==> config.mk <==
export PLATFORM = sky130hd
export DESIGN_NAME = tga_rle_pixel_decoder_top_flat
export DESIGN_NICKNAME = d
export VERILOG_FILES = /design/src/sv/tgarle_pkg.sv /design/src/sv/tgarle_if.sv /design/src/sv/tga_rle_pixel_decoder_top.sv /design/src/flat_wrapper.sv
export SDC_FILE = /design/constraint.sdc
export NUM_CORES = 1
export LEC_CHECK = 0
export BUFFER_PORTS_ARGS = -buffer_cell sky130_fd_sc_hd__buf_4
export CAP_MARGIN = 10
export CORE_MARGIN = 2
export CORE_UTILIZATION = 54
export DETAILED_ROUTE_END_ITERATION = 7
export HOLD_SLACK_MARGIN = 0.08
export MAX_ROUTING_LAYER = met4
export PLACE_DENSITY = 0.83
export SLEW_MARGIN = 15
export SYNTH_ARGS = -nofsm -noshare
export SYNTH_HDL_FRONTEND = slang
export SYNTH_SLANG_ARGS = --single-unit
export TNS_END_PERCENT = 10
==> constraint.sdc <==
create_clock -name clock -period 8.81 [get_ports clock]
set_clock_uncertainty 0.2 [all_clocks]
set_input_delay 0 -clock clock [delete_from_list [all_inputs] [get_ports clock]]
set_output_delay 0 -clock clock [all_outputs]
set_load 0.03 [all_outputs]
==> src/sv/tgarle_pkg.sv <==
// ---------------------------------------------------------------------------
// TGA RLE pixel decoder package
// Widths, packet codes, register indexes and reset values.
// ---------------------------------------------------------------------------
package tgarle_pkg;

   localparam int MAX_PIXEL_BYTES  = 4;
   localparam int PIXEL_COUNT_BITS = 25;
   localparam int PIXEL_BITS       = 8 * MAX_PIXEL_BYTES;
   localparam int NB_BITS          = 3;
   localparam int CSR_DATA_BITS    = PIXEL_COUNT_BITS;
   localparam int CSR_INDEX_BITS   = 2;

   localparam int RUN_FLAG_BIT     = 7;
   localparam logic [6:0] RUN_LEN_MASK = 7'd127;

   typedef enum logic [CSR_INDEX_BITS-1:0] {
      CSR_PIXEL_BYTES   = 2'd0,
      CSR_RLE_MODE      = 2'd1,
      CSR_SWAP_RED_BLUE = 2'd2,
      CSR_TOTAL_PIXELS  = 2'd3
   } csr_index_type;

   localparam logic [NB_BITS-1:0]          RST_PIXEL_BYTES  = 3'd3;
   localparam logic                        RST_RLE_MODE     = 1'b1;
   localparam logic                        RST_SWAP         = 1'b1;
   localparam logic [PIXEL_COUNT_BITS-1:0] RST_TOTAL_PIXELS = 25'd1;

endpackage

==> src/sv/tgarle_if.sv <==
// ---------------------------------------------------------------------------
// TGA RLE pixel decoder channels
// Byte request channel and pixel response channel, valid/ready handshake.
// ---------------------------------------------------------------------------
interface tgarle_req_if import tgarle_pkg::*; ();
   logic       valid;
   logic       ready;
   logic [7:0] data_byte;
   logic       frame_start;

   modport source (output valid, output data_byte, output frame_start, input ready);
   modport sink   (input valid, input data_byte, input frame_start, output ready);
endinterface

interface tgarle_rsp_if import tgarle_pkg::*; ();
   logic                  valid;
   logic                  ready;
   logic [PIXEL_BITS-1:0] pixel_value;
   logic [7:0]            repeat_count;
   logic                  image_end;
   logic                  run_clipped;

   modport source (output valid, output pixel_value, output repeat_count,
                   output image_end, output run_clipped, input ready);
   modport sink   (input valid, input pixel_value, input repeat_count,
                   input image_end, input run_clipped, output ready);
endinterface

==> src/sv/tga_rle_pixel_decoder_top.sv <==
// ---------------------------------------------------------------------------
// TGA RLE pixel decoder
// Decodes TGA image-data bytes into pixels with repeat counts.
// ---------------------------------------------------------------------------
// Takes one image-data byte per cycle, back to back, unless the response side
// stalls, and gives at most one result per byte: the byte is registered,
// then decoded against the packet and pixel-count state into the result
// register. A run of up to 128 copies leaves as one result with its repeat
// count. The loop through the pixel counter (subtract, clip, add, compare)
// sets the rate of one byte per cycle. Write configuration only while idle.
// ---------------------------------------------------------------------------
module tga_rle_pixel_decoder_top
   import tgarle_pkg::*;
(
   input  logic                      clock,
   input  logic                      reset,
   tgarle_req_if.sink                req_ch,
   tgarle_rsp_if.source              rsp_ch,
   input  logic                      csr_we,
   input  logic [CSR_INDEX_BITS-1:0] csr_index,
   input  logic [CSR_DATA_BITS-1:0]  csr_wdata
);

   logic [NB_BITS-1:0]          pixel_bytes_ff;
   logic                        rle_mode_ff;
   logic                        swap_ff;
   logic [PIXEL_COUNT_BITS-1:0] total_ff;

   logic       s1_vld_ff;
   logic [7:0] s1_byte_ff;
   logic       s1_start_ff;
   logic       out_ok;
   logic       s1_move;

   logic                        expect_ff, expect_in;
   logic                        is_run_ff, is_run_in;
   logic [7:0]                  left_ff, left_in;
   logic [1:0]                  bip_ff, bip_in;
   logic [PIXEL_BITS-1:0]       gather_ff, gather_in;
   logic [PIXEL_COUNT_BITS-1:0] done_ff, done_in;
   logic                        finished_ff, finished_in;

   logic                        out_vld_ff;
   logic [PIXEL_BITS-1:0]       out_pixel_ff, out_pixel_in;
   logic [7:0]                  out_count_ff, out_count_in;
   logic                        out_end_ff, out_end_in;
   logic                        out_clip_ff, out_clip_in;
   logic                        emit_in;

   logic                        cur_expect, cur_run, cur_finished;
   logic [7:0]                  cur_left;
   logic [1:0]                  cur_bip;
   logic [PIXEL_BITS-1:0]       cur_gather, merged;
   logic [PIXEL_COUNT_BITS-1:0] cur_done, px_left, done_sum;
   logic [NB_BITS-1:0]          nb;
   logic [7:0]                  count, left_after;
   logic                        ignore, complete, clip;

   assign out_ok       = !out_vld_ff || rsp_ch.ready;
   assign s1_move      = s1_vld_ff && out_ok;
   assign req_ch.ready = !s1_vld_ff || out_ok;

   // configuration
   always_ff @(posedge clock) begin
      if (reset) begin
         pixel_bytes_ff <= RST_PIXEL_BYTES;
         rle_mode_ff    <= RST_RLE_MODE;
         swap_ff        <= RST_SWAP;
         total_ff       <= RST_TOTAL_PIXELS;
      end else if (csr_we) begin
         unique case (csr_index_type'(csr_index))
            CSR_PIXEL_BYTES:   pixel_bytes_ff <= csr_wdata[NB_BITS-1:0];
            CSR_RLE_MODE:      rle_mode_ff    <= csr_wdata[0];
            CSR_SWAP_RED_BLUE: swap_ff        <= csr_wdata[0];
            CSR_TOTAL_PIXELS:  total_ff       <= csr_wdata[PIXEL_COUNT_BITS-1:0];
         endcase
      end
   end

   // input register
   always_ff @(posedge clock) begin
      if (reset) begin
         s1_vld_ff <= 1'b0;
      end else if (req_ch.ready) begin
         s1_vld_ff <= req_ch.valid;
      end
   end

   always_ff @(posedge clock) begin
      if (req_ch.valid && req_ch.ready) begin
         s1_byte_ff  <= req_ch.data_byte;
         s1_start_ff <= req_ch.frame_start;
      end
   end

   // decode
   always_comb begin
      if (pixel_bytes_ff == '0) begin
         nb = NB_BITS'(1);
      end else if (pixel_bytes_ff > NB_BITS'(MAX_PIXEL_BYTES)) begin
         nb = NB_BITS'(MAX_PIXEL_BYTES);
      end else begin
         nb = pixel_bytes_ff;
      end

      cur_expect   = s1_start_ff ? 1'b1 : expect_ff;
      cur_run      = s1_start_ff ? 1'b0 : is_run_ff;
      cur_left     = s1_start_ff ? 8'd0 : left_ff;
      cur_bip      = s1_start_ff ? 2'd0 : bip_ff;
      cur_gather   = s1_start_ff ? '0 : gather_ff;
      cur_done     = s1_start_ff ? '0 : done_ff;
      cur_finished = s1_start_ff ? 1'b0 : finished_ff;

      ignore   = cur_finished || (cur_done >= total_ff);
      merged   = cur_gather | ({{(PIXEL_BITS-8){1'b0}}, s1_byte_ff} << {cur_bip, 3'b000});
      complete = !(({1'b0, cur_bip} + 3'd1) < nb);

      count = 8'd1;
      if (rle_mode_ff && cur_run) begin
         count = cur_left;
      end
      if (rle_mode_ff && (count > cur_left)) begin
         count = cur_left;
      end
      left_after = cur_left - count;
      if (count == 8'd0) begin
         count = 8'd1;
      end

      px_left  = total_ff - cur_done;
      clip     = px_left < {{(PIXEL_COUNT_BITS-8){1'b0}}, count};
      out_count_in = clip ? px_left[7:0] : count;
      done_sum = cur_done + {{(PIXEL_COUNT_BITS-8){1'b0}}, out_count_in};
      out_clip_in  = clip;
      out_end_in   = (done_sum == total_ff);

      out_pixel_in = merged;
      if ((nb >= NB_BITS'(3)) && swap_ff) begin
         out_pixel_in = {merged[31:24], merged[7:0], merged[15:8], merged[23:16]};
      end

      expect_in   = cur_expect;
      is_run_in   = cur_run;
      left_in     = cur_left;
      bip_in      = cur_bip;
      gather_in   = cur_gather;
      done_in     = cur_done;
      finished_in = cur_finished;
      emit_in     = 1'b0;

      if (!ignore) begin
         if (rle_mode_ff && cur_expect) begin
            is_run_in = s1_byte_ff[RUN_FLAG_BIT];
            left_in   = {1'b0, s1_byte_ff[6:0] & RUN_LEN_MASK} + 8'd1;
            expect_in = 1'b0;
            bip_in    = 2'd0;
            gather_in = '0;
         end else if (!complete) begin
            bip_in    = cur_bip + 2'd1;
            gather_in = merged;
         end else begin
            bip_in    = 2'd0;
            gather_in = '0;
            emit_in   = 1'b1;
            done_in   = done_sum;
            if (out_end_in) begin
               finished_in = 1'b1;
            end
            if (rle_mode_ff) begin
               left_in = left_after;
               if (left_after == 8'd0) begin
                  expect_in = 1'b1;
               end
            end
         end
      end
   end

   // decoder state
   always_ff @(posedge clock) begin
      if (reset) begin
         expect_ff   <= 1'b1;
         is_run_ff   <= 1'b0;
         left_ff     <= 8'd0;
         bip_ff      <= 2'd0;
         gather_ff   <= '0;
         done_ff     <= '0;
         finished_ff <= 1'b0;
      end else if (s1_move) begin
         expect_ff   <= expect_in;
         is_run_ff   <= is_run_in;
         left_ff     <= left_in;
         bip_ff      <= bip_in;
         gather_ff   <= gather_in;
         done_ff     <= done_in;
         finished_ff <= finished_in;
      end
   end

   // result register
   always_ff @(posedge clock) begin
      if (reset) begin
         out_vld_ff <= 1'b0;
      end else if (s1_move) begin
         out_vld_ff <= emit_in;
      end else if (rsp_ch.ready) begin
         out_vld_ff <= 1'b0;
      end
   end

   always_ff @(posedge clock) begin
      if (s1_move && emit_in) begin
         out_pixel_ff <= out_pixel_in;
         out_count_ff <= out_count_in;
         out_end_ff   <= out_end_in;
         out_clip_ff  <= out_clip_in;
      end
   end

   assign rsp_ch.valid        = out_vld_ff;
   assign rsp_ch.pixel_value  = out_pixel_ff;
   assign rsp_ch.repeat_count = out_count_ff;
   assign rsp_ch.image_end    = out_end_ff;
   assign rsp_ch.run_clipped  = out_clip_ff;

   a_count_range: assert property (@(posedge clock) disable iff (reset)
      out_vld_ff |-> (out_count_ff != 8'd0) && (out_count_ff <= 8'd128))
      else $error("repeat count out of range");

   a_clip_ends: assert property (@(posedge clock) disable iff (reset)
      (out_vld_ff && out_clip_ff) |-> out_end_ff)
      else $error("clipped run does not end image");

   a_packet_left: assert property (@(posedge clock) disable iff (reset)
      !expect_ff |-> (left_ff != 8'd0))
      else $error("packet open with nothing left");

   a_finish_set: assert property (@(posedge clock) disable iff (reset)
      (s1_move && emit_in && out_end_in) |=> finished_ff)
      else $error("image end not recorded");

endmodule

==> src/flat_wrapper.sv <==
// flat-port wrapper written by rule: the top's interface ports become plain ports
module tga_rle_pixel_decoder_top_flat import tgarle_pkg::*;
  (clock, reset, csr_we, csr_index, csr_wdata, req_ch_valid, req_ch_data_byte, req_ch_frame_start, req_ch_ready, rsp_ch_valid, rsp_ch_pixel_value, rsp_ch_repeat_count, rsp_ch_image_end, rsp_ch_run_clipped, rsp_ch_ready);
  tgarle_req_if req_ch_i ();
  tgarle_rsp_if rsp_ch_i ();
  input  logic clock;
  input  logic reset;
  input  logic csr_we;
  input  logic [CSR_INDEX_BITS-1:0] csr_index;
  input  logic [CSR_DATA_BITS-1:0] csr_wdata;
  input wire logic [$bits(req_ch_i.valid)-1:0] req_ch_valid;
  input wire logic [$bits(req_ch_i.data_byte)-1:0] req_ch_data_byte;
  input wire logic [$bits(req_ch_i.frame_start)-1:0] req_ch_frame_start;
  output wire logic [$bits(req_ch_i.ready)-1:0] req_ch_ready;
  output wire logic [$bits(rsp_ch_i.valid)-1:0] rsp_ch_valid;
  output wire logic [$bits(rsp_ch_i.pixel_value)-1:0] rsp_ch_pixel_value;
  output wire logic [$bits(rsp_ch_i.repeat_count)-1:0] rsp_ch_repeat_count;
  output wire logic [$bits(rsp_ch_i.image_end)-1:0] rsp_ch_image_end;
  output wire logic [$bits(rsp_ch_i.run_clipped)-1:0] rsp_ch_run_clipped;
  input wire logic [$bits(rsp_ch_i.ready)-1:0] rsp_ch_ready;
  assign req_ch_i.valid = req_ch_valid;
  assign req_ch_i.data_byte = req_ch_data_byte;
  assign req_ch_i.frame_start = req_ch_frame_start;
  assign req_ch_ready = req_ch_i.ready;
  assign rsp_ch_valid = rsp_ch_i.valid;
  assign rsp_ch_pixel_value = rsp_ch_i.pixel_value;
  assign rsp_ch_repeat_count = rsp_ch_i.repeat_count;
  assign rsp_ch_image_end = rsp_ch_i.image_end;
  assign rsp_ch_run_clipped = rsp_ch_i.run_clipped;
  assign rsp_ch_i.ready = rsp_ch_ready;
  tga_rle_pixel_decoder_top u_core (.clock(clock), .reset(reset), .req_ch(req_ch_i), .rsp_ch(rsp_ch_i), .csr_we(csr_we), .csr_index(csr_index), .csr_wdata(csr_wdata));
endmodule
==> flow_metrics.py <==
metrics = {
    "logic_synthesis": {
        "synthTopCellsByArea": "dfxtp_1 20%, edfxtp_1 15%, a21oi_1 6.5%, ha_1 6.4%, nand2_1 4.9%",
        "yosys_register_bits": 153,
        "synth-simple-area-share_pct": 21.82,
        "synth_top_family_by_area": "compound AO/OA/AOI/OAI gates",
        "ys_warn_count": 0,
        "yosysTopAreaCellShare_pct": 20.41,
        "syn_inst": 1181,
        "synthMuxAreaShare_pct": 2.026,
        "syn_area_mm2": 0.01001,
        "yosys_most_used_dff": "dfxtp_1",
        "synth_common_cells": "130 x a21oi_1, 130 x nand2_1, 130 x nor2_1, 102 x dfxtp_1, 59 x inv_1",
        "synthAdderAreaFrac_pct": 6.978,
        "synthArstFlopShare_pct": 0,
        "synth_compound_area_share_pct": 22.61,
        "mappedNetlistNets": 1276,
        "yosys.area.top_type": "dfxtp_1",
        "synth_xor_area_share_pct": 5.890,
        "synth_area_per_cell_um2": 8.472,
        "synth_edf_count": 51,
        "synth.distinct_cells": 93,
        "yosysSeqAreaShare_pct": 35.71,
    },
    "die": {
        "die_width_um": 140.1,
        "start_util_pct": 55.32,
        "ios": 85,
        "dieHeight_um": 140.1,
        "dieArea_mm2": 0.01963,
        "num_rows": 49,
        "core-area_mm2": 0.01809,
    },
    "critical_path": {
        "timing.rr.start": "u_core.s1_start_ff",
        "critPathMaxStageDelay_ns": 0.76,
        "cp-startpoint": "u_core.s1_start_ff",
        "arrival_ns": 8.28,
        "worst_setup_path_start_kind": "flop",
        "critPathSlowestCell": "nand4_1",
        "path_buf_inv": 2,
        "cp_max_fo": 10,
        "crit_required_ns": 8.97,
        "r2r_setup_slack_ns": 0.69,
        "crit_path_end_kind": "flop",
        "path_class": "flop to flop",
        "cp_top_family": "simple AND/OR/NAND/NOR gates",
    },
    "sta": {
        "finalCritPeriodShare_pct": 92.18,
        "fmax_mhz": 123.1,
        "fin_tns_setup_ns": 0,
        "min_period_ns": 8.121,
        "whs_ns": 0.08753,
        "tightest_slew_ns": 1.143,
        "hold_viol_final": 0,
        "setup_viol": 0,
        "rsz0062_at_grt": "false",
        "relSlewSlack_pct": 23.78,
        "drv_slew": 0,
    },
    "clock_network": {
        "cts-root-buf": "clkbuf_16",
        "cts_tree": "built",
        "clk_path_buf_depth": 2,
        "clk_latency_ns": 0.44,
        "cts_inserted_buffers": 17,
        "hold_buffers": 68,
        "h-tree-depth": 4,
        "clock_sinks": 153,
        "post-cts-setup-buffer-count": 0,
        "ctsResizeCount": 0,
        "clk_pin_slew_ns": 0.08,
    },
    "power": {
        "intPower_w": 0.001269,
        "power_w": 0.001847,
        "clkPwrFrac_pct": 41.7,
        "power_frac_seq_pct": 41.0,
        "power.leakage_nw": 4.722,
        "p_comb_share_pct": 17.4,
        "swShare_pct": 31.25,
        "switchingPower_w": 0.0005771,
        "peakVddDrop_mv": 0.1533,
        "power_density_mw_per_mm2": 153.8,
    },
    "finish": {
        "instances_no_fill": 1538,
        "syn_to_final_growth_pct": 19.97,
        "final_nets": 1391,
        "drive_above_1_share_pct": 12.38,
        "final_util_pct": 66.37,
        "num_antenna_cells": 0,
    },
    "routing": {
        "drt-initial-drc-count": 1213,
        "drt_wl_total_um": 28020,
        "firstDrtPassIters": 7,
        "ant_nets": 0,
        "viasPerCell": 6.118,
        "drcViolationCount": 6,
        "vias": 9409,
        "avgRoutedWirePerCell_um": 18.22,
    },
    "grt": {
        "grt_usage_pct": 29.33,
        "grt_max_degree": 103,
        "grt_pass1_vias": 8947,
        "antenna_found_initial": 0,
        "grt_pass1_wl_um": 44940,
        "grt_overflow": 0,
    },
    "hold_path": {
        "worstHoldStart": "req_ch_data_byte[2]",
        "min_path_type": "input port to flop",
    },
    "status": {
        "status": "finished, violations left",
        "failed_checks": "DRC",
    },
    "placement": {
        "port_buffers": 84,
        "placed_cells": 1438,
        "place.gp.congestion": 1.001,
        "post-dp-hpwl_um": 18790,
    },
    "job": {
        "maxCapViolations": 0,
    },
}
[final timing paths]
kind | endpoint | cells after the start
max reg2reg | u_core.finished_ff | 29
max | u_core.finished_ff | 29
min | u_core.s1_byte_ff[2] | 2
min reg2reg | u_core.finished_ff | 2
[metrics by stage]
step	setup WS [ns]	instance area, µm²
6_report	0.6893	12000
5_1_grt	0.2681	12000
4_1_cts	0.8671	12000
3_5_place_dp	0.9052	10690
3_3_place_gp	0.9485	10690
2_1_floorplan	1.786	10010
[cell usage in the layout, fill, tap and decap left out, types with 7 or more instances in the layout]
master         count
dlygate4sd3_1     68
xnor2_1           40
clkbuf_16         17
mux2i_1           12
or3_1              7
nor2b_1           35
nand2b_1          29
and2_1             7
nor4_1             7
a21o_1            18
buf_4             88
a31oi_1           10
nand2_1          130
edfxtp_1          51
nand4_1           15
o211ai_1           9
ha_1              51
nor3_1            14
and3_1            12
o21ai_0           45
a211o_1            8
inv_1             59
a22oi_1           42
dfxtp_1          102
nand3_1           20
nor2_1           130
a21oi_1          130
xor2_1            17
[cell families after synthesis]
logic type	after synthesis
AND/OR/NAND/NOR	439
multiplexers	18
flip-flops	153
XOR/XNOR	61
buffers and inverters	120
AO/OA/AOI/OAI	336
adder cells (fa/ha/maj)	54
[sequential cells by signal, indices dropped and copies added (netlist names), 2 cells and up]
| register | count |
|---|---|
| u_core.bip_ff | 2 |
| u_core.done_ff | 25 |
| u_core.gather_ff | 32 |
| u_core.left_ff | 8 |
| u_core.pixel_bytes_ff | 3 |
| u_core.rsp_ch.pixel_value | 32 |
| u_core.rsp_ch.repeat_count | 8 |
| u_core.s1_byte_ff | 8 |
| u_core.total_ff | 25 |
[power groups by stage]
stage	clock network [W]	registers, W	logic [W]
after floorplan	0	0.000766	0.000221
after global placement	0	0.000771	0.000287
after detailed placement	0	0.000772	0.000290
after CTS	0.000774	0.000755	0.000314
after global routing	0.000805	0.000757	0.000349
final	0.000769	0.000756	0.000321
[cell type report]
cell class / instances / area (µm²)
clock buffers: 17 / 425.4
clock inverters: 15 / 206.4
fillers: 1448 / 6082
inverters: 60 / 226.5
multi-input cells: 908 / 5944
flip-flops and latches: 153 / 3573
well taps: 229 / 286.5
repair buffers: 156 / 1341
[per-layer routing]
metal / up-vias / global-route usage [%] / share of wire (%) / wire length (µm)
li1: 4480 / - / - / -
met1: 4448 / 38.26 / 44 / 12220
met2: 414 / 46.10 / 46 / 13020
met3: 67 / 5.709 / 7.3 / 2038
met4: 0 / 9.676 / 2.6 / 741
met5: - / - / 0 / 0
Power figures use the tool's default switching activity.
